File: config.mk
export PLATFORM = sky130hd
export DESIGN_NAME = carmichael_number_test_core
export DESIGN_NICKNAME = d
export VERILOG_FILES = /design/src/hdl/cmt_pkg.sv /design/src/hdl/carmichael_number_test_core.sv
export SDC_FILE = /design/constraint.sdc
export NUM_CORES = 1
export LEC_CHECK = 0
export BUFFER_PORTS_ARGS = -buffer_cell sky130_fd_sc_hd__buf_2
export CAP_MARGIN = 40
export CORE_AREA = 4 4 184 204
export CTS_CLUSTER_SIZE = 16
export DETAILED_ROUTE_END_ITERATION = 8
export DIE_AREA = 0 0 188 208
export PLACE_DENSITY = 0.57
export SYNTH_ARGS = -nofsm -noshare
export SYNTH_HDL_FRONTEND = slang
export SYNTH_SLANG_ARGS = --single-unit
File: constraint.sdc
create_clock -name clk -period 6.89 [get_ports clk]
set_input_delay 1.7225 -clock clk [delete_from_list [all_inputs] [get_ports clk]]
set_output_delay 1.7225 -clock clk [all_outputs]
set_load 0.05 [all_outputs]
File: src/hdl/cmt_pkg.sv
package cmt_pkg;

    localparam int NUM_WIDTH_DEF = 32;

endpackage

File: src/hdl/carmichael_number_test_core.sv
// The number of divisions per candidate is one per trial divisor, up to
// sqrt(candidate), plus three per prime factor found and one final check.
// The worst case is a prime near 2**NUM_WIDTH.
// One candidate at a time; the shared bit-serial divider sets the pace.
// Reset (rst_n low, async) clears the sequencer and the output valid.
module carmichael_number_test_core
    import cmt_pkg::*;
#(
    parameter int NUM_WIDTH = NUM_WIDTH_DEF
)
(
    input  logic                 clk,
    input  logic                 rst_n,
    input  logic                 in_valid,
    output logic                 in_stall,
    input  logic [NUM_WIDTH-1:0] candidate,
    output logic                 out_valid,
    input  logic                 out_stall,
    output logic                 is_carmichael
);

    localparam int W     = NUM_WIDTH;
    localparam int CNT_W = $clog2(W + 1);

    typedef enum logic [5:0] {
        S_IDLE  = 6'b000001,
        S_TRIAL = 6'b000010,
        S_SQR   = 6'b000100,
        S_NM1   = 6'b001000,
        S_FINAL = 6'b010000,
        S_DONE  = 6'b100000
    } state_t;

    typedef struct packed {
        logic         go;
        logic [W-1:0] dividend;
        logic [W-1:0] divisor;
    } div_cmd_t;

    state_t       state_reg, state_next;
    logic [W-1:0] n_reg, n_next;
    logic [W-1:0] k_reg, k_next;
    logic [W-1:0] u_reg, u_next;
    logic [W-1:0] qk_reg, qk_next;
    logic         res_reg, res_next;
    logic         out_valid_reg;
    logic         out_bit_reg;

    // shared restoring divider
    logic [W-1:0]     quo_reg;
    logic [W-1:0]     rem_reg;
    logic [W-1:0]     dvs_reg;
    logic [CNT_W-1:0] cnt_reg;
    logic [W:0]       rem_sh;
    logic [W:0]       diff;
    logic             div_done;
    div_cmd_t         cmd;

    logic [W-1:0] nm1;
    logic         out_free;

    assign nm1      = n_reg - W'(1);
    assign rem_sh   = {rem_reg, quo_reg[W-1]};
    assign diff     = rem_sh - {1'b0, dvs_reg};
    assign div_done = (cnt_reg == '0);
    assign out_free = !out_valid_reg || !out_stall;

    assign in_stall      = (state_reg != S_IDLE);
    assign out_valid     = out_valid_reg;
    assign is_carmichael = out_bit_reg;

    always_comb
    begin
        state_next = state_reg;
        n_next     = n_reg;
        k_next     = k_reg;
        u_next     = u_reg;
        qk_next    = qk_reg;
        res_next   = res_reg;
        cmd        = '0;

        unique case (state_reg)
            S_IDLE:
            begin
                if (in_valid)
                begin
                    n_next = candidate;
                    k_next = candidate;
                    u_next = W'(2);
                    if (candidate < W'(2))
                    begin
                        res_next   = 1'b0;
                        state_next = S_DONE;
                    end
                    else
                    begin
                        cmd.go       = 1'b1;
                        cmd.dividend = candidate;
                        cmd.divisor  = W'(2);
                        state_next   = S_TRIAL;
                    end
                end
            end
            S_TRIAL:
            begin
                if (div_done)
                begin
                    if (u_reg > quo_reg)
                    begin
                        // k is now the largest prime factor
                        if (k_reg == n_reg)
                        begin
                            res_next   = 1'b0;
                            state_next = S_DONE;
                        end
                        else
                        begin
                            cmd.go       = 1'b1;
                            cmd.dividend = nm1;
                            cmd.divisor  = k_reg - W'(1);
                            state_next   = S_FINAL;
                        end
                    end
                    else if (rem_reg == '0)
                    begin
                        qk_next      = quo_reg;
                        cmd.go       = 1'b1;
                        cmd.dividend = quo_reg;
                        cmd.divisor  = u_reg;
                        state_next   = S_SQR;
                    end
                    else
                    begin
                        u_next       = u_reg + W'(1);
                        cmd.go       = 1'b1;
                        cmd.dividend = k_reg;
                        cmd.divisor  = u_reg + W'(1);
                    end
                end
            end
            S_SQR:
            begin
                if (div_done)
                begin
                    if (rem_reg == '0)
                    begin
                        res_next   = 1'b0;
                        state_next = S_DONE;
                    end
                    else
                    begin
                        cmd.go       = 1'b1;
                        cmd.dividend = nm1;
                        cmd.divisor  = u_reg - W'(1);
                        state_next   = S_NM1;
                    end
                end
            end
            S_NM1:
            begin
                if (div_done)
                begin
                    if (rem_reg != '0)
                    begin
                        res_next   = 1'b0;
                        state_next = S_DONE;
                    end
                    else
                    begin
                        k_next       = qk_reg;
                        cmd.go       = 1'b1;
                        cmd.dividend = qk_reg;
                        cmd.divisor  = u_reg;
                        state_next   = S_TRIAL;
                    end
                end
            end
            S_FINAL:
            begin
                if (div_done)
                begin
                    res_next   = (rem_reg == '0);
                    state_next = S_DONE;
                end
            end
            S_DONE:
            begin
                if (out_free)
                begin
                    state_next = S_IDLE;
                end
            end
            default:
            begin
                state_next = S_IDLE;
            end
        endcase
    end

    always_ff @(posedge clk or negedge rst_n)
    begin
        if (!rst_n)
        begin
            state_reg     <= S_IDLE;
            cnt_reg       <= '0;
            out_valid_reg <= 1'b0;
        end
        else
        begin
            state_reg <= state_next;
            if (cmd.go)
            begin
                cnt_reg <= CNT_W'(W);
            end
            else if (!div_done)
            begin
                cnt_reg <= cnt_reg - CNT_W'(1);
            end
            if (state_reg == S_DONE && out_free)
            begin
                out_valid_reg <= 1'b1;
            end
            else if (out_valid_reg && !out_stall)
            begin
                out_valid_reg <= 1'b0;
            end
        end
    end

    always_ff @(posedge clk)
    begin
        n_reg   <= n_next;
        k_reg   <= k_next;
        u_reg   <= u_next;
        qk_reg  <= qk_next;
        res_reg <= res_next;
        if (state_reg == S_DONE && out_free)
        begin
            out_bit_reg <= res_reg;
        end
        if (cmd.go)
        begin
            quo_reg <= cmd.dividend;
            rem_reg <= '0;
            dvs_reg <= cmd.divisor;
        end
        else if (!div_done)
        begin
            // one quotient bit per cycle
            if (!diff[W])
            begin
                rem_reg <= diff[W-1:0];
                quo_reg <= {quo_reg[W-2:0], 1'b1};
            end
            else
            begin
                rem_reg <= rem_sh[W-1:0];
                quo_reg <= {quo_reg[W-2:0], 1'b0};
            end
        end
    end

endmodule

; Word-level counts from Yosys, hierarchy flattened
; Cells that the tools add are included.
[word_totals]
regBits = 239
inputBits = 36
output_inout_bits = 3
elab_cells = 117
[classes]
n_mux = 52
magnitude_cmp = 2
bitwise_logic = 1
n_reduce_logical = 19
n_eq_ne = 25
add_sub_neg = 6
[ops]
columns = operator, count
row1 = two-way mux 65 bit, 9
row2 = two-way mux 32 bit, 10
row3 = case mux 65 bit (4 select lines), 1
row4 = case mux 32 bit (2 select lines), 2
row5 = "subtractor 32 x 1 -> 32 bit, second input constant", 3
row6 = two-way mux 6 bit, 14
row7 = two-way mux 64 bit, 1
row8 = case mux 6 bit (6 select lines), 1
row9 = subtractor 33 x 32 -> 33 bit, 1
row10 = "adder 32 x 1 -> 32 bit, second input constant", 1
row11 = == test 32 bit, 1
row12 = > comparator 32 bit, 1
row13 = logical NOT 32 bit, 1
row14 = "less-than comparator 32 x 2 -> 1 bit, second input constant", 1
row15 = nonzero test 32 bit, 1
row16 = "inequality test 2 bit, second input constant", 14
row17 = two-way mux 1 bit, 13
row18 = AND reduction 11 bit, 1
row19 = AND reduction 4 bit, 2
row20 = AND reduction 7 bit, 1
row21 = "== test 6 x 1 -> 1 bit, second input constant", 1
row22 = "== test 6 x 2 -> 1 bit, second input constant", 1
row23 = "== test 6 x 3 -> 1 bit, second input constant", 1
row24 = "== test 6 x 4 -> 1 bit, second input constant", 1
row25 = 17 further kinds, 22

; Longest topological paths before layout
[depth]
depth_word = 7
ltp_mapped = 16

; Worst setup path before layout
; No wires, ideal clock.
[synth_path]
path_type = register to register
start = reg u_reg[9]
end = reg quo_reg[0], enable pin
arrival_time_ns = 4.499
stages_incl_launch_ff = 10
required_time_ns = 6.381
path_slack_ns = 1.882
path_buffers = 0
setup_time_ns = 0.509
cell_sequence = edfxtp_1 -> ha_1 -> nand4_1 -> or4_1 -> nor3_1 -> a21oi_1 -> o21ai_2 -> nand2_1 -> nor2_1 -> nor2_1
[synth_via]
elab_chain_len = 6
[synth_lines]
columns = element, line_no
row1 = start: declaration, carmichael_number_test_core.sv:43  ; logic [W-1:0] u_reg, u_next;
row2 = start signal: assignment, carmichael_number_test_core.sv:234  ; u_reg <= u_next;
row3 = > comparator 32 bit *, carmichael_number_test_core.sv:108  ; if (u_reg > quo_reg)
row4 = two-way mux 65 bit, carmichael_number_test_core.sv:108
row5 = two-way mux 65 bit, carmichael_number_test_core.sv:106  ; if (div_done)
row6 = case mux 65 bit (4 select lines), carmichael_number_test_core.sv:82  ; unique case (state_reg)
row7 = inequality test 2 x 1 -> 1 bit (no source line), -
row8 = AND reduction 2 bit (no source line) *, -
row9 = end signal: assignment, carmichael_number_test_core.sv:243  ; quo_reg <= cmd.dividend;
row10 = end signal: assignment, carmichael_number_test_core.sv:253  ; quo_reg <= {quo_reg[W-2:0], 1'b1};
row11 = end signal: assignment, carmichael_number_test_core.sv:258  ; quo_reg <= {quo_reg[W-2:0], 1'b0};
row12 = end: declaration, carmichael_number_test_core.sv:50  ; logic [W-1:0] quo_reg;
; Mark *: on every way between the ends. The rest lies on a longest branch, timed or not.
; A chain may end at the register's enable or synchronous reset.

; Final worst setup path
[layout_path]
start = reg u_reg[15]
end = reg quo_reg[30], data pin
[layout_via]
elab_chain_len = 5
[layout_lines]
columns = element, line_no
row1 = > comparator 32 bit, carmichael_number_test_core.sv:108
row2 = two-way mux 65 bit, carmichael_number_test_core.sv:108
row3 = two-way mux 65 bit, carmichael_number_test_core.sv:106
row4 = case mux 65 bit (4 select lines), carmichael_number_test_core.sv:82
row5 = two-way mux 32 bit, carmichael_number_test_core.sv:241  ; if (cmd.go)
; No other way between the ends.

==> results.py <==
metrics = {
    "routing": {
        "drt_iter0_markers": 1295,
        "num_vias": 13016,
        "firstDrtPassIters": 8,
        "wl_um": 45500,
        "vias_per_cell": 5.882,
        "postRouteAntennaNets": 0,
        "post-route-drc-count": 0,
        "wl_per_cell_um": 20.56,
    },
    "synthesis": {
        "yosysUniqueCellTypes": 80,
        "ys_seq_area_share_pct": 43.14,
        "syn_inst": 1718,
        "synthFlopType": "edfxtp_1",
        "syn-num-nets": 1826,
        "synth_xor_area_share_pct": 9.615,
        "synthesis.area_sq_um": 15750,
        "synth_compound_area_share_pct": 16.76,
        "synth_top_family_by_area": "simple AND/OR/NAND/NOR gates",
        "synthArstFlopShare_pct": 5.439,
        "synth_edf_count": 194,
        "avgSynthCellArea_sq_um": 9.165,
        "synth-seq-cells": 239,
        "synth_adder_area_share_pct": 5.769,
        "synthSimpleGateAreaFrac_pct": 19.37,
        "synthMuxAreaShare_pct": 0.5324,
        "yosysWarnings": 0,
    },
    "sta": {
        "fin_crit_sh_pct": 74.26,
        "worst_pin_slew_ps": 893.8,
        "skew_ps": 21.47,
        "fin_crit_ps": 5117,
        "final-setup-viol-count": 0,
        "setup_tns_ps": 0,
        "drv_slew": 0,
        "timing.hold.ws_ps": 430.9,
        "hold_violations": 0,
        "fmax_mhz": 195.4,
        "slew-limit-headroom_pct": 40.19,
        "rsz0062_at_grt": "no",
    },
    "die": {
        "core-area_sq_um": 35710,
        "die_h_um": 208,
        "io_pins": 39,
        "die_w_um": 188,
        "dieArea_sq_um": 39100,
        "initial_utilization_pct": 44.09,
        "rows": 73,
    },
    "clock_tree": {
        "clockBufferDepth": 3,
        "cts_tree": "yes",
        "cts_hold_buf": 0,
        "cts_made_buffers": 28,
        "numClockSinks": 239,
        "htree_levels": 1,
        "clock_latency_ps": 570,
        "clkTransAtPathRegs_ps": 70,
        "cts-resized-gates": 0,
        "post-cts-setup-buffer-count": 0,
        "root_buffer": "clkbuf_16",
    },
    "power_and_ir_drop": {
        "intPower_mw": 4.168,
        "ir_drop_mv": 0.2062,
        "power_switching_mw": 2.892,
        "powerDensity_nw_per_um2": 409.0,
        "switching_share_pct": 40.96,
        "seq_power_share_pct": 36.4,
        "p_comb_share_pct": 42.8,
        "p_leak_nw": 6.520,
        "p_clk_share_pct": 20.8,
    },
    "global_route": {
        "gr-total-overflow": 0,
        "antenna_found_initial": 0,
        "grt_pass1_vias": 12757,
        "track_usage_pct": 22.83,
        "grt_pass1_wl_um": 72350,
        "grt_max_degree": 69,
    },
    "flow_run": {
        "maxCapViolCount": 0,
    },
    "layout": {
        "seq_area_sq_um": 6793,
        "nFillCells": 3406,
        "syn_to_final_growth_pct": 9.639,
        "antenna_cells": 0,
        "mostFrequentLayoutCells": "nand2_1, edfxtp_1, nor2_1",
        "final_common_cell": "nand2_1",
        "layout-drive-gt1-share_pct": 7.995,
        "multi_input_area_sq_um": 8244,
        "layout.nets": 1812,
    },
    "setup_path": {
        "end_kind": "flip-flop",
        "critical_path_class": "reg2reg",
        "cp-start-kind": "flip-flop",
        "arrival_ps": 5510,
        "cp_data_required_time_ps": 7280,
        "crit_path_max_fanout": 30,
    },
    "placement": {
        "dp_hpwl_um": 33090,
        "numPortBuffers": 38,
        "routabilityCongestion": 0.8993,
    },
    "status": {
        "status": "finished clean",
    },
    "hold_path": {
        "hold_class": "reg2reg",
    },
}
==> worst paths after layout <==
| path | start | to | slack [ps] | cells after the start |
|---|---|---|---|---|
| max in group asynchronous | rst_n | state_reg[0] | 5550 | 1 |
| min | res_reg | is_carmichael | 430 | 0 |
| max | u_reg[15] | quo_reg[30] | 1770 | 11 |
| min reg2reg | res_reg | is_carmichael | 430 | 0 |
| min in group asynchronous | rst_n | state_reg[2] | 1040 | 1 |
| max reg2reg | u_reg[15] | quo_reg[30] | 1770 | 11 |
==> critical path, cell delays in order, from the launching register on <==
cell and delay, ps:
edfxtp_1 560, ha_1 400, nand4_1 140, or4_1 620, a21o_1 220, a311oi_2 370
o21a_1 700, nand2_1 610, nor2_1 750, nor2_2 80, buf_4 260, o221ai_1 220
==> cell usage after synthesis (5+ instances only) <==
cell type | number | area, sq um
nand3_1 | 32 | 160.2
a21oi_1 | 86 | 430.4
nor3b_1 | 6 | 45.04
o22ai_1 | 10 | 62.56
o221ai_1 | 34 | 297.8
a31oi_1 | 8 | 50.05
nor4_1 | 49 | 306.5
dfxtp_1 | 32 | 640.6
or2_2 | 5 | 31.28
and3_1 | 13 | 81.33
nand2_1 | 238 | 893.4
o211ai_1 | 10 | 75.07
a21o_1 | 21 | 157.7
inv_1 | 83 | 311.6
a222oi_1 | 32 | 320.3
or4_1 | 9 | 67.56
and2_1 | 6 | 37.54
edfxtp_1 | 194 | 5826
a22o_1 | 18 | 157.7
nor3_1 | 47 | 235.2
nor2b_1 | 9 | 56.30
or3_1 | 18 | 112.6
o21ai_0 | 94 | 470.5
nand2b_1 | 13 | 81.33
nand4_1 | 26 | 162.7
xor2_1 | 92 | 805.8
o21ai_1 | 12 | 60.06
ha_1 | 71 | 888.4
and4_1 | 6 | 52.55
clkbuf_1 | 89 | 334.1
a221o_1 | 5 | 50.05
dfrtp_1 | 12 | 300.3
o21bai_1 | 6 | 45.04
buf_2 | 14 | 70.07
nand3b_1 | 6 | 45.04
mux2i_1 | 5 | 50.05
xnor2_1 | 79 | 691.9
nor2_1 | 155 | 581.8
a211oi_1 | 7 | 52.55
==> through the flow <==
step / area (sq um) / cells / power [mW] / setup WS, ps / util [%]
5_1_grt: 17260 / 2213 / 7.557 / 1484 / 48.34
3_5_place_dp: 16370 / 2161 / 5.594 / 1877 / 45.83
2_1_floorplan: 15750 / 1718 / 4.764 / 1882 / -
3_3_place_gp: 16340 / 2159 / 5.539 / 1684 / 45.75
4_1_cts: 17260 / 2213 / 7.082 / 1847 / 48.34
6_report: 17260 / 2213 / 7.060 / 1773 / 48.34
==> cell families after synthesis <==
kind of cell / count (synthesis)
compound gates: 387
xor+xnor: 172
fa+ha+maj: 72
buf+inv: 193
flops: 239
mux: 8
simple gates: 647
==> power by group through the flow <==
stage	clock network [mW]	registers, mW	logic (mW)
2_1_floorplan	0	2.33	2.43
3_3_place_gp	0	2.58	2.95
3_5_place_dp	0	2.58	3.01
4_1_cts	1.50	2.56	3.03
5_1_grt	1.56	2.62	3.38
6_report	1.47	2.57	3.02
==> final cells by class <==
| class | count | share of cell area [%] |
|---|---|---|
| clock inverter | 16 | 0.8408 |
| sequential | 239 | 39.35 |
| clock buffer | 36 | 4.349 |
| multi-input combinational | 1286 | 47.76 |
| tap | 487 | 3.530 |
| timing repair buffer | 65 | 2.348 |
| inverter | 84 | 1.826 |
==> metal layers <==
layer,GRT usage (%),routed length [um],vias to the layer above
met4,8.354,1688,0
met5,0,0,-
li1,-,-,6296
met2,37.86,21150,443
met3,2.416,2459,92
met1,31.07,20190,6185
No activity file was read; power rests on OpenSTA's default activity.
